<file path="src/design/orf_ram.sv">
// Generic simple dual-port RAM with one write port and a registered read port.
`timescale 1ns / 1ps

module orf_ram #(
    parameter int WIDTH = 8,
    parameter int DEPTH = 256
) (
    input  logic                     i_clk,
    input  logic                     i_wr_en,
    input  logic [$clog2(DEPTH)-1:0] i_wr_addr,
    input  logic [WIDTH-1:0]         i_wr_data,
    input  logic                     i_rd_en,
    input  logic [$clog2(DEPTH)-1:0] i_rd_addr,
    output logic [WIDTH-1:0]         o_rd_data
);

    logic [WIDTH-1:0] r_mem [DEPTH];
    logic [WIDTH-1:0] r_rd_data;

    always_ff @(posedge i_clk) begin
        if (i_wr_en) begin
            r_mem[i_wr_addr] <= i_wr_data;
        end
        if (i_rd_en) begin
            r_rd_data <= r_mem[i_rd_addr];
        end
    end

    assign o_rd_data = r_rd_data;

endmodule

</file>
<file path="config.mk">
export PLATFORM = sky130hd
export DESIGN_NAME = orf_ram
export DESIGN_NICKNAME = d
export VERILOG_FILES = /design/src/design/orf_ram.sv
export SDC_FILE = /design/constraint.sdc
export NUM_CORES = 2
export LEC_CHECK = 0
export BUFFER_PORTS_ARGS = -buffer_cell sky130_fd_sc_hd__buf_4
export CAP_MARGIN = 25
export CELL_PAD_IN_SITES_DETAIL_PLACEMENT = 1
export CELL_PAD_IN_SITES_GLOBAL_PLACEMENT = 2
export CORE_UTILIZATION = 29
export CTS_CLUSTER_SIZE = 20
export DETAILED_ROUTE_END_ITERATION = 6
export GPL_ROUTABILITY_DRIVEN = 1
export HOLD_SLACK_MARGIN = 0.15
export PLACE_DENSITY_LB_ADDON = 0.1
export SYNTH_ARGS = -nofsm -noshare
export SYNTH_HDL_FRONTEND = slang
export SYNTH_SLANG_ARGS = --single-unit
</file>
<file path="constraint.sdc">
create_clock -name i_clk -period 2.8 [get_ports i_clk]
set_input_delay 0.14 -clock i_clk [delete_from_list [all_inputs] [get_ports i_clk]]
set_output_delay 0.14 -clock i_clk [all_outputs]
set_load 0.02 [all_outputs]
</file>
==> metrics.md <==
| Metric | Value |
|---|---|
| Reg power frac | `0.506` |
| Met1 Wirelength | `117,000 um` |
| Status | `finished, final reports clean` |
| First-pass GRT wire length | `355,000 um` |
| Adder and majority gate portion of the synthesized area | `0` |
| Avg Cell Area, Syn | `21.3 um^2` |
| Final period util | `0.970` |
| Top sig layer | `met4` |
| Mapped Area | `0.0796 mm^2` |
| Crit path time final | `2.72 ns` |
| Most used cell, CP | `mux4_2` |
| Post-CTS setup buffers | `0` |
| H-tree levels | `4` |
| Drt drc | `0` |
| Setup-failing EPs final | `0` |
| Final hold viol count | `0` |
| Clock root cell | `clkbuf_16` |
| Internal power | `0.0522 W` |
| Worst slack, placed | `-1.05 ns` |
| FILL cells | `26,700` |
| CP delay by family, top | `multiplexers` |
| Largest family of logic cells by synthesized area | `multiplexers` |
| Initial antenna violation count | `19` |
| Post-synth EDFFs | `2,056` |
| Synth Area in Simple Gates | `0.0263` |
| CTS tree | `yes` |
| Hold Crit Class | `input port to flip-flop` |
| Worst-margin pin slew | `1.01 ns` |
| PortBufs | `34` |
| Vias per inst | `4.88` |
| CP cell instances | `mux4_2 > mux4_2 > nor2b_4 > nor4_4 > buf_4 > nor4_2` |
| Worst-skew pair later-pin latency | `0.89 ns` |
| Vias in the first global route | `43,300` |
| Synth Area in XOR/XNOR | `0` |
| Post-synthesis async set-or-reset flop share | `0` |
| Max-slew headroom | `0.326` |
| Top cell type's share of synthesized area | `0.775` |
| DR iter-0 viols | `3,178` |
| Final Power | `0.0672 W` |
| Synth Net Count | `3,760` |
| Most used flip-flop cell after synthesis | `edfxtp_1` |
| WL final | `254,000 um` |
| Startpoint Class | `flip-flop` |
| Most frequent cell after synthesis | `edfxtp_1` |
| Via count | `40,300` |
| # IOs | `35` |
| Placed Instance Area | `0.0891 mm^2` |
| Unrepaired setup endpoints after global routing | `no` |
| Initial core utilization | `0.291` |
| Clock share of power | `0.438` |
| Wire per inst | `30.8 um` |
| Synth area leader | `edfxtp_1` |
| CP peak stage delay | `0.59 ns` |
| Die height | `526 um` |
| Fmax | `368 MHz` |
| Fraction of layout cells with a size suffix above 1 | `0.327` |
| Pleak | `30.8 nW` |
| ANT nets after route | `0` |
| Die area | `0.277 mm^2` |
| Crit path DAT | `3.32 ns` |
| Worst Setup Path Type | `flip-flop to flip-flop` |
| Largest net degree at the start of global routing | `102` |
| MaxCap Viol Count | `0` |
| Cts bufs inserted | `235` |
| Critical Path Slowest Stage Cell | `nor4_4` |
| Synth Area in Compound Gates | `0.0342` |
| Row Count | `192` |
| Die width | `526 um` |
| Clk_skew | `0.0540 ns` |
| Routed length on met3 | `8940 um` |
| Met2 wire len | `123,000 um` |
| Design Area, Final | `0.0966 mm^2` |
| All-Layer GR Usage | `0.182` |
| Hpwl dp | `167,000 um` |
| Worst Setup Slack, final | `0.0840 ns` |
| Deepest clock path buffer count | `4` |
| Net Sw Frac | `0.223` |
| Worst setup EP type | `flip-flop` |
| Peak fanout along the critical path | `1` |
| Global placement routability congestion | `0.766` |
| Slew Limit Fails | `0` |
| Core Area | `0.273 mm^2` |
| Utilization after layout | `0.353` |
| Most frequent cells after synthesis | `edfxtp_1 (2,056), mux4_2 (454), nor2_1 (282)` |
| Clock Pin Slew Worst Setup and Hold Paths | `0.06 ns` |
| Sequential area share after synthesis | `0.775` |
| Syn Inst Count | `3,733` |
| PwrDens | `696 mW/mm^2` |
| CP bufs+invs | `1` |
| Synth cell types | `54` |
| Synth top area cells | `edfxtp_1 (78%), mux4_2 (13%), mux2i_1 (1.7%)` |
| Gate power share | `0.057` |
| NumNets Final | `4,491` |
| Flops & latches, synth | `2,056` |
| Worst endpoint required time | `3.41 ns` |
| Overflow after GRT | `0` |
| Yosys warnings | `0` |
| Drt first pass iters | `7` |
| Clock Sinks | `2,056` |
| Max VDD drop | `0.496 mV` |
| Area growth, synth to finish | `21.3%` |
| Psw | `0.0150 W` |
| Post-synthesis mux area share | `0.146` |
| Setup TNS | `0 ns` |
[power by group through the flow]
stage	Sequential, W	Combinational [W]	Clock (W)
global placement	0.0347	0.00387	0
CTS	0.0340	0.00394	0.0303
global route	0.0340	0.00405	0.0313
detailed placement	0.0347	0.00390	0
floorplan	0.0346	0.00165	0
finish	0.0340	0.00380	0.0294
[cell families after synthesis]
| logic type | Yosys count |
|---|---|
| multiplexers | 591 |
| buffers and inverters | 235 |
| AO/OA/AOI/OAI | 385 |
| AND/OR/NAND/NOR | 466 |
| flip-flops | 2056 |
[worst paths after layout]
| kind | to | from | slack (ns) | depth (start not counted) |
|---|---|---|---|---|
| max | o_rd_data[0] | r_mem[80][0] | 0.08 | 6 |
| min | r_mem[192][7] | i_wr_data[7] | 0.24 | 2 |
| max reg2reg | o_rd_data[0] | r_mem[80][0] | 0.08 | 6 |
| min reg2reg | o_rd_data[3] | r_mem[41][3] | 1.10 | 6 |
[flip-flops by register name, summed over array words and instances (netlist names)]
register	count
r_mem	2048
o_rd_data	8
[cells in the final DEF (no fill, tap or decap), drive strengths merged, types with 6 or more instances in the layout]
cell type and instances:
a21oi 96, o221ai 47, and2 6, nand2b 8, nor2b 31, a211oi 16, o211ai 10, a221oi 14
bufinv 15, inv 6, a22o 8, clkinv 111, nand3 34, edfxtp 2056, o22ai 28, nand4 10
buf 702, dlygate4sd3 24, a22oi 133, o21ai 12, nor4 27, nor3 22, mux4 456, diode 7
nand2 33, clkbuf 282, nor2 282, clkinvlp 14, mux2i 134
[routing by layer]
metal / global-route usage / up-vias
li1: - / 17200
met1: 0.258 / 22000
met2: 0.299 / 752
met3: 0.0234 / 292
met4: 0.0369 / 0
met5: 0 / -
[layout make-up]
class	count	area [um^2]	area share
diodes	7	17.5	0.000181
clock buffers	281	6120	0.0633
clock inverters	144	1130	0.0117
inverters	2	7.51	0.0000777
multi-input cells	1442	16600	0.172
flip-flops and latches	2056	61700	0.639
well taps	3589	4490	0.0465
repair buffers	727	6500	0.0672
[stage by stage]
step | std cells | hold slack, ns
floorplan | 3733 | 0.239
global placement | 7783 | 0.541
detailed placement | 7791 | 0.543
CTS | 8240 | 0.180
global route | 8243 | 0.189
finish | 8248 | 0.235
[timing repair]
item                                    in CTS  in global routing
endpoints found under the hold margin     2601                  0
resized for setup                            2                  5
endpoints found under the setup margin       2                  4
pin swaps                                    1                  1
hold buffers                                24                  0
Note: power is estimated with default switching activity, not from simulation.
